**src/sv/lrn_pkg.sv**
```systemverilog
// Shared types, widths and constant tables for the cross-channel LRN block.
// No dependencies; imported by every module of the block.
`default_nettype none

package lrn_pkg;

    localparam int CFG_ADDR_W = 2;
    localparam int CFG_DATA_W = 24;
    localparam int WS_W       = 4;
    localparam int PAD_W      = 3;
    localparam int ALPHA_W    = 24;
    localparam int BETA_W     = 16;
    localparam int K_W        = 16;
    localparam int SUM_W      = 35;
    localparam int S_W        = 36;
    localparam int FRAC_W     = 16;
    localparam int MANT_W     = 31;
    localparam int LOG_W      = 23;
    localparam int T_W        = 40;
    localparam int IDX_W      = 5;

    typedef enum logic [CFG_ADDR_W-1:0] {
        CFG_WINDOW_SIZE = 2'd0,
        CFG_ALPHA       = 2'd1,
        CFG_BETA        = 2'd2,
        CFG_K_OFFSET    = 2'd3
    } t_cfg_addr;

    typedef struct packed {
        logic [WS_W-1:0]    window_size;
        logic [ALPHA_W-1:0] alpha;
        logic [BETA_W-1:0]  beta;
        logic [K_W-1:0]     k_offset;
    } t_lrn_cfg;

    typedef struct packed {
        logic shift;
        logic clear;
    } t_cell_ctl;

    typedef logic [FRAC_W-1:0][MANT_W-1:0] t_root_tab;

    function automatic logic [63:0] isqrt64(input logic [63:0] v);
        logic [63:0] r;
        logic [63:0] b;
        logic [63:0] vv;
        r  = 64'd0;
        vv = v;
        b  = 64'd1 << 62;
        for (int i = 0; i < 32; i++) begin
            if (vv >= r + b) begin
                vv = vv - (r + b);
                r  = (r >> 1) + b;
            end else begin
                r = r >> 1;
            end
            b = b >> 2;
        end
        return r;
    endfunction

    // 2^(2^-j) in Q1.30 for j = 1..16, entry j-1
    function automatic t_root_tab exp_roots();
        t_root_tab   tab;
        logic [63:0] root;
        root = 64'd2 << 30;
        for (int j = 0; j < FRAC_W; j++) begin
            root   = isqrt64(root << 30);
            tab[j] = root[MANT_W-1:0];
        end
        return tab;
    endfunction

    localparam t_root_tab EXP_ROOTS = exp_roots();

endpackage

`default_nettype wire

```
**src/sv/lrn_cell.sv**
```systemverilog
// One window cell: holds a sample and its square, and adds its square, when enabled,
// into the partial sum that runs down the chain every cycle. Uses lrn_pkg.
`default_nettype none

module lrn_cell #(
    parameter int SAMPLE_BITS = 16
) (
    input  logic                           i_clk,
    input  logic                           i_rst_n,
    input  lrn_pkg::t_cell_ctl             i_ctl,
    input  logic                           i_en,
    input  logic [SAMPLE_BITS-1:0]         i_sample,
    input  logic [2*SAMPLE_BITS-1:0]       i_square,
    input  logic [lrn_pkg::SUM_W-1:0]      i_psum,
    output logic [SAMPLE_BITS-1:0]         o_sample,
    output logic [2*SAMPLE_BITS-1:0]       o_square,
    output logic [lrn_pkg::SUM_W-1:0]      o_psum
);
    import lrn_pkg::*;

    localparam int SQ_W = 2 * SAMPLE_BITS;
    localparam int AW   = ((SQ_W > SUM_W) ? SQ_W : SUM_W) + 1;

    logic [SAMPLE_BITS-1:0] r_sample;
    logic [SQ_W-1:0]        r_square;
    logic [SUM_W-1:0]       r_psum;
    logic [AW-1:0]          w_total;
    logic [SUM_W-1:0]       n_psum;

    // saturate at the top of the sum range
    assign w_total = AW'(i_psum) + (i_en ? AW'(r_square) : AW'(0));
    assign n_psum  = (w_total > AW'({SUM_W{1'b1}})) ? {SUM_W{1'b1}} : w_total[SUM_W-1:0];

    always_ff @(posedge i_clk) begin
        if (!i_rst_n) begin
            r_sample <= '0;
            r_square <= '0;
            r_psum   <= '0;
        end else begin
            r_psum <= n_psum;
            if (i_ctl.clear) begin
                r_sample <= '0;
                r_square <= '0;
            end else if (i_ctl.shift) begin
                r_sample <= i_sample;
                r_square <= i_square;
            end
        end
    end

    assign o_sample = r_sample;
    assign o_square = r_square;
    assign o_psum   = r_psum;

endmodule

`default_nettype wire

```
**config.mk**
```make
export PLATFORM = sky130hd
export DESIGN_NAME = lrn_cell
export DESIGN_NICKNAME = d
export VERILOG_FILES = /design/src/sv/lrn_pkg.sv /design/src/sv/lrn_cell.sv
export SDC_FILE = /design/constraint.sdc
export NUM_CORES = 1
export LEC_CHECK = 0
export BUFFER_PORTS_ARGS = -buffer_cell sky130_fd_sc_hd__buf_4
export CAP_MARGIN = 20
export CORE_MARGIN = 2
export CORE_UTILIZATION = 30
export DETAILED_ROUTE_END_ITERATION = 16
export GPL_TIMING_DRIVEN = 1
export PLACE_DENSITY = 0.54
export SYNTH_ARGS = -nofsm -noshare
export SYNTH_HDL_FRONTEND = slang
export SYNTH_SLANG_ARGS = --single-unit
```
**constraint.sdc**
```tcl
create_clock -name i_clk -period 2.85 [get_ports i_clk]
set_input_delay 0.57 -clock i_clk [delete_from_list [all_inputs] [get_ports i_clk]]
set_output_delay 0.57 -clock i_clk [all_outputs]
set_load 0.02 [all_outputs]
```
After elaboration in Yosys (flattened, before gate mapping). Cells that the tools add are included.

Register bits: 83. Bits in latches: 0. RAM bits: 0. ROM bits: 0. Bits of input ports: 88. Output and inout bits: 83. Word-level logic and storage cells: 9. Memories kept: 0.

Add/subtract/negate cells: 1. $mul: 0. Div/mod/pow operators: 0. Order comparisons: 1. Eq/ne operators: 0. Shift operators: 0. Mux-type cells: 2. Bitwise operators: 1. Reductions and logical operators: 1.

Operator list (count): 35-bit by 32-bit adder with 36-bit output (1); 36-bit by 35-bit greater-than comparator with 1-bit output, second input constant (1); 35-bit two-way mux (1); 32-bit two-way mux (1); 2-bit OR reduction (1); 1-bit NOT (1).

Longest topological paths before layout. Gate-level depths: netlist of the first run.

Word-level depth: 4. Depth in mapped cells: 14. Gate-level depth less buffers: 11.

Least setup slack after synthesis of the first run. OpenSTA, ideal clock, no wires.

Path type: input-to-reg. Start point: input port i_en. End point: register r_psum[34] (netlist: o_psum[34]). Library setup time: 0.116 ns. Arrival: 2.735 ns. Required time: 2.734 ns. Setup slack: -0.002 ns. Cell stages on the path: 11. Path buffers: 0. Cell sequence: and2_1 > ha_1 > fa_1 > a21oi_1 > o221ai_1 > a21oi_2 > o41a_1 > o21ai_1 > a21bo_2 > and2_1 > o211a_1.

Cells in the longest elaborated chain, start to end: 4.

Ends and longest elaborated chain: from (decl) (RTL line lrn_cell.sv:11) `input logic i_en,`; 32-bit two-way mux * (RTL line lrn_cell.sv:31) `assign w_total = AW'(i_psum) + (i_en ? AW'(r_square) : AW'(0));`; 35-bit by 32-bit adder with 36-bit output * (RTL line lrn_cell.sv:31); 36-bit by 35-bit greater-than comparator with 1-bit output (RTL line lrn_cell.sv:32) `assign n_psum = (w_total > AW'({SUM_W{1'b1}})) ? {SUM_W{1'b1}} : w_total[SUM_W-1:0];`; 35-bit two-way mux * (RTL line lrn_cell.sv:32); to (signal assigned) (RTL line lrn_cell.sv:40) `r_psum <= n_psum;`; to (decl) (RTL line lrn_cell.sv:26) `logic [SUM_W-1:0] r_psum;`.

Every way passes the cells marked *; elsewhere a longest branch is shown, timed or not. A chain may end at the register's enable or synchronous reset.

Worst setup path in the final report of the first run.
Start point: input port i_en. End point: register r_psum[17] (netlist: o_psum[17]).

The elaborated chain is that of the path after synthesis.

==> results of run 1 <==
[worst max-delay path: stages]
cell	delay [ns]
buf_4	0.14
buf_12	0.15
and2_1	0.15
ha_1	0.34
o211ai_1	0.12
o211ai_1	0.27
a21boi_1	0.25
nand3_1	0.12
o311ai_0	0.35
o21ai_1	0.14
xnor2_1	0.15
o21a_1	0.16
[cell usage after synthesis (6+ instances only)]
cell type	count
a21o_1	10
a21oi_1	21
a21oi_2	7
and2_1	36
clkbuf_1	13
dfxtp_1	83
ha_1	32
mux2i_1	48
nand2_1	16
nand3_1	6
nand4_1	7
nor2_1	61
o21a_1	40
o21ai_0	18
xnor2_1	16
xor2_1	13
[per-layer routing]
metal	vias up	share of wire (%)	wire length [um]	track usage [%]
li1	2274	-	-	-
met1	2048	45	6180	20.8
met2	98	49	6690	27.8
met3	16	4.5	617	3.14
met4	0	2.1	284	7.34
met5	-	0	0	0
[area by class of cell]
| cell class | instances | share of cell area (%) |
|---|---|---|
| clock buffers | 10 | 3.39 |
| repair buffers | 245 | 26.8 |
| clock inverters | 6 | 1.35 |
| inverters | 4 | 0.213 |
| flip-flops and latches | 83 | 23.5 |
| well taps | 211 | 3.74 |
| multi-input cells | 396 | 41.0 |
[timing repair]
item | CTS | global route
buffers inserted | 0 | 0
resized for setup | 0 | 4
setup endpoints to repair | 0 | 6
[through the flow]
stage          cells  setup TNS (ns)  util (%)
6_report         955               0      46.3
5_1_grt          955        -0.00487      46.3
4_1_cts          955               0      46.2
3_5_place_dp     939           -5.81      44.0
3_3_place_gp     939           -4.43      44.0
2_1_floorplan    511               0         -
[sequential cells by signal, summed over array words and instances (netlist names)]
signal,count
o_sample,16
o_psum,35
o_square,32
[worst paths after layout]
kind / startpoint / endpoint / slack (ns)
max reg2reg: o_square[0] / o_psum[34] / 0.26
max: i_en / o_psum[17] / 0.18
min reg2reg: o_sample[10] / o_sample[10] / 0.50
min: i_sample[7] / o_sample[7] / 0.45
[where the power goes]
part	leakage, nW	switching, mW	internal [mW]
Clock	0.164	0.509	0.802
Sequential	0.683	0.0271	1.22
Combinational	2.58	0.319	0.337
[kinds of logic (layout without fill, tap and decap cells)]
family	Yosys count	count (layout)	share of synthesized area (%)
compound gates	141	141	21.4
xor+xnor	29	29	5.38
fa+ha+maj	33	33	8.91
buf+inv	32	265	3.92
flops	83	83	35.2
mux	48	48	10.2
simple gates	145	145	15.0
==> reports/metrics.csv, run 1 <==
stage;metric;value;unit
sta;fin_skew;0.00568;ns
sta;maxSlewHeadroom;72.5;%
floorplanning;rows;45;
cells_and_area;n_antenna_cell;0;
clock_network;cts_max_path_buffers;2;
detailed_routing;drc_errors;0;
placement;portBuffers;170;
global_routing;grt_max_degree;49;
cells_and_area;final_cell_mix;buf_4 (241), dfxtp_1 (83), nor2_1 (61);
detailed_routing;vias;4436;
cells_and_area;drive_gt1_share;38.3;%
status;run_status;finished, final reports clean;
global_routing;antenna_found_initial;0;
min_path;hold_depth;3;
sta;hold_ws;0.449;ns
synthesis;async_flop_share;0;%
sta;fmax;375;MHz
cells_and_area;multi_input_area;0.00289;mm2
clock_network;cts-root-buf;clkbuf_16;
pwr;p_per_area;455;mW/mm2
critical_path;required;3.10;ns
detailed_routing;avgRoutedWirePerCell;14.4;um
pwr;leakage;3.43;nW
synthesis;yosysWarnings;0;
cells_and_area;seq_area;0.00166;mm2
min_path;min_path_type;input pin to register;
synthesis;synth_seq_area_share;35.2;%
clock_network;h-tree-depth;3;
detailed_routing;drtIter0Drc;134;
placement;dpl_cell_area;0.00671;mm2
floorplanning;die_h;129;um
synthesis;ys_seq_elements;83;
floorplanning;start_util;30.9;%
global_routing;grt_pass1_wl;21700;um
detailed_routing;ant_nets;0;
cells_and_area;fin_area;0.00706;mm2
global_routing;overflow;0;
job;drv_cap;0;
pwr;peakVddDrop;0.305;mV
critical_path;end_kind;register;
synthesis;ys_types;54;
floorplanning;die_w;129;um
clock_network;cts_hold_buf;0;
detailed_routing;dr.pass1.iters;4;
placement;place_ws;-0.277;ns
sta;setup-violations-final;0;
synthesis;yosysTopAreaCell;dfxtp_1;
clock_network;cts_buffers;9;
synthesis;syn_avg_cell_area;9.23;um2
critical_path;reg2reg_depth;11;
synthesis;synth.area.top_cells;dfxtp_1 (35%), mux2i_1 (10%), ha_1 (8.5%);
cells_and_area;layout-area-overhead-vs-synth;49.6;%
global_routing;grt_use_total;16.6;%
sta;timing.final.ws_setup;0.184;ns
synthesis;syn_nets;632;
global_routing;grt_pass1_vias;4479;
synthesis;syn_area;0.00472;mm2
synthesis;synthFlopType;dfxtp_1;
sta;slew_violations;0;
critical_path;critPathLaunchType;input pin;
floorplanning;core-area;0.0153;mm2
clock_network;cts.sinks;83;
critical_path;path_max_fanout;21;
floorplanning;dieArea;0.0167;mm2
placement;place.gp.congestion;0.898;
cells_and_area;final_common_cell;buf_4;
detailed_routing;totalWireLength;13800;um
pwr;power;3.21;mW
synthesis;synth.top_cell.area_share;35.2;%
clock_network;cts_tree;yes;
sta;hold_violations;0;
placement;dp_hpwl;11000;um
synthesis;syn-instance-count;511;
floorplanning;io_pins;171;
critical_path;worstPathArrival;2.91;ns
cells_and_area;fillCellCount;1501;
synthesis;synth_edf_count;0;
critical_path;worstSetupPathType;input pin to register;
cells_and_area;nets;860;
clock_network;clk_pin_slew;0.06;ns
clock_network;clock_latency;0.35;ns
sta;period_minus_slack;2.67;ns
sta;worstMarginPinSlew;0.412;ns
detailed_routing;viasPerCell;4.65;
sta;finalCritPeriodShare;93.5;%
No activity file was read; power rests on OpenSTA's default activity.
==> inputs of run 2 (changes only) <==
--- a/config.mk
+++ b/config.mk
@@ -12,6 +12,7 @@
 export DETAILED_ROUTE_END_ITERATION = 16
 export GPL_TIMING_DRIVEN = 1
 export PLACE_DENSITY = 0.54
+export RECOVER_POWER = 100
 export SYNTH_ARGS = -nofsm -noshare
 export SYNTH_HDL_FRONTEND = slang
 export SYNTH_SLANG_ARGS = --single-unit
==> reports/metrics.csv, run 2 (synthesis gave the netlist of run 1 again) <==
stage;metric;value;unit
placement;dpl_cell_area;0.00671;mm2
sta;slew_violations;0;
cells_and_area;final_cells;955;
cells_and_area;n_antenna_cell;0;
cells_and_area;final_cell_mix;buf_4 (156), clkbuf_1 (84), dfxtp_1 (83);
pwr;comb_power_share;19.2;%
pwr;peakVddDrop;0.308;mV
pwr;seq_power_share;39.3;%
clock_network;cts.sinks;83;
global_routing;antenna_found_initial;0;
clock_network;cts_tree;yes;
sta;hold_ws;0.448;ns
floorplanning;dieArea;0.0167;mm2
detailed_routing;drc_errors;0;
sta;setup-violations-final;0;
detailed_routing;totalWireLength;13800;um
detailed_routing;avgRoutedWirePerCell;14.4;um
placement;place.gp.congestion;0.898;
detailed_routing;vias;4429;
floorplanning;core-area;0.0153;mm2
cells_and_area;fin_util;44.2;%
floorplanning;rows;45;
pwr;power_switching_share;27.0;%
sta;fmax;373;MHz
global_routing;grt_use_total;16.6;%
detailed_routing;viasPerCell;4.64;
cells_and_area;fin_area;0.00674;mm2
pwr;p_switching;853;uW
clock_network;clk_pin_slew;0.06;ns
min_path;min-delay-start;i_sample[7];
min_path;min_path_type;input pin to register;
cells_and_area;largest_reg_flops;35;
clock_network;cts_max_path_buffers;2;
detailed_routing;drtIter0Drc;141;
global_routing;grt_max_degree;49;
cells_and_area;drive_gt1_share;26.9;%
pwr;leakage;3.08;nW
detailed_routing;ant_nets;0;
floorplanning;io_pins;171;
floorplanning;die_h;129;um
sta;worstMarginPinSlew;0.783;ns
job;drv_cap;0;
floorplanning;die_w;129;um
pwr;pwr-share-clk;41.4;%
cells_and_area;nets;860;
global_routing;grt_pass1_vias;4479;
sta;fin_setup_tns;0;ns
detailed_routing;dr.pass1.iters;4;
global_routing;grt_pass1_wl;21700;um
critical_path;startpoint;i_en;
global_routing;overflow;0;
clock_network;cts_buffers;9;
sta;hold_violations;0;
floorplanning;start_util;30.9;%
critical_path;end_kind;register;
critical_path;worstPathArrival;2.93;ns
sta;fin_skew;0.00668;ns
clock_network;h-tree-depth;3;
clock_network;post-cts-setup-buffers;0;
critical_path;worstSetupPathType;input pin to register;
cells_and_area;layout-area-overhead-vs-synth;42.8;%
placement;placedCellCount;939;
placement;dp_hpwl;11000;um
critical_path;required;3.10;ns
critical_path;path_max_fanout;21;
clock_network;cts-root-buf;clkbuf_16;
pwr;p_int;2.31;mW
critical_path;r2r-start;o_square[0];
placement;portBuffers;170;
pwr;p_per_area;469;mW/mm2
critical_path;critPathLaunchType;input pin;
sta;finalCritPeriodShare;94.1;%
cells_and_area;final_common_cell;buf_4;
sta;period_minus_slack;2.68;ns
status;run_status;finished, final reports clean;
clock_network;clock_latency;0.35;ns
sta;maxSlewHeadroom;47.8;%
==> run 2: changes by cell type in the layout (fill, tap and decap cells not counted), sizes merged <==
cell	change
clkbuf	+85
buf	-85
==> run 2: cell type report <==
type / count / area [um2]
fillers: 1561 / 8520
multi-input cells: 396 / 2890
flip-flops and latches: 83 / 1660
repair buffers: 245 / 1570
well taps: 211 / 264
clock buffers: 10 / 239
clock inverters: 6 / 95.1
inverters: 4 / 15.0
==> run 2: worst paths after layout <==
check	slack [ns]	end	cells past startpoint
max	0.17	o_psum[17]	12
min	0.45	o_sample[7]	3
max reg2reg	0.26	o_psum[34]	11
min reg2reg	0.50	o_sample[10]	2
==> run 2: routing by layer <==
| layer | share of wire, % | vias up | GRT usage [%] |
|---|---|---|---|
| met1 | 45 | 2034 | 20.8 |
| met5 | 0 | - | 0 |
| li1 | - | 2277 | - |
| met2 | 48 | 102 | 27.8 |
| met3 | 4.7 | 16 | 3.14 |
| met4 | 2.1 | 0 | 7.34 |
==> run 2: through the flow <==
| stage | power [mW] | setup slack, ns |
|---|---|---|
| 3_5_place_dp | 1.93 | -0.277 |
| 6_report | 3.16 | 0.167 |
| 3_3_place_gp | 1.93 | -0.261 |
| 5_1_grt | 3.30 | -0.00487 |
| 2_1_floorplan | 1.61 | 0.0173 |
| 4_1_cts | 3.26 | 0.102 |
==> run 2: repair_timing <==
action | 4_1_cts | 5_1_grt
hold buffers | 0 | 0
resized for setup | 0 | 4
endpoints found under the setup margin | 0 | 6
==> run 2: power groups by stage <==
stage	clock network [mW]	registers (mW)	logic, mW
2_1_floorplan	0	1.34	0.274
3_3_place_gp	0	1.27	0.654
3_5_place_dp	0	1.27	0.658
4_1_cts	1.35	1.25	0.661
5_1_grt	1.39	1.25	0.666
6_report	1.31	1.24	0.608
==> run 2: worst max-delay path: stages <==
cell and delay [ns]:
buf_4 0.14, buf_12 0.15, and2_1 0.15, ha_1 0.34
o211ai_1 0.12, o211ai_1 0.27, a21boi_1 0.25, nand3_1 0.12
o311ai_0 0.36, o21ai_1 0.14, xnor2_1 0.15, o21a_1 0.16
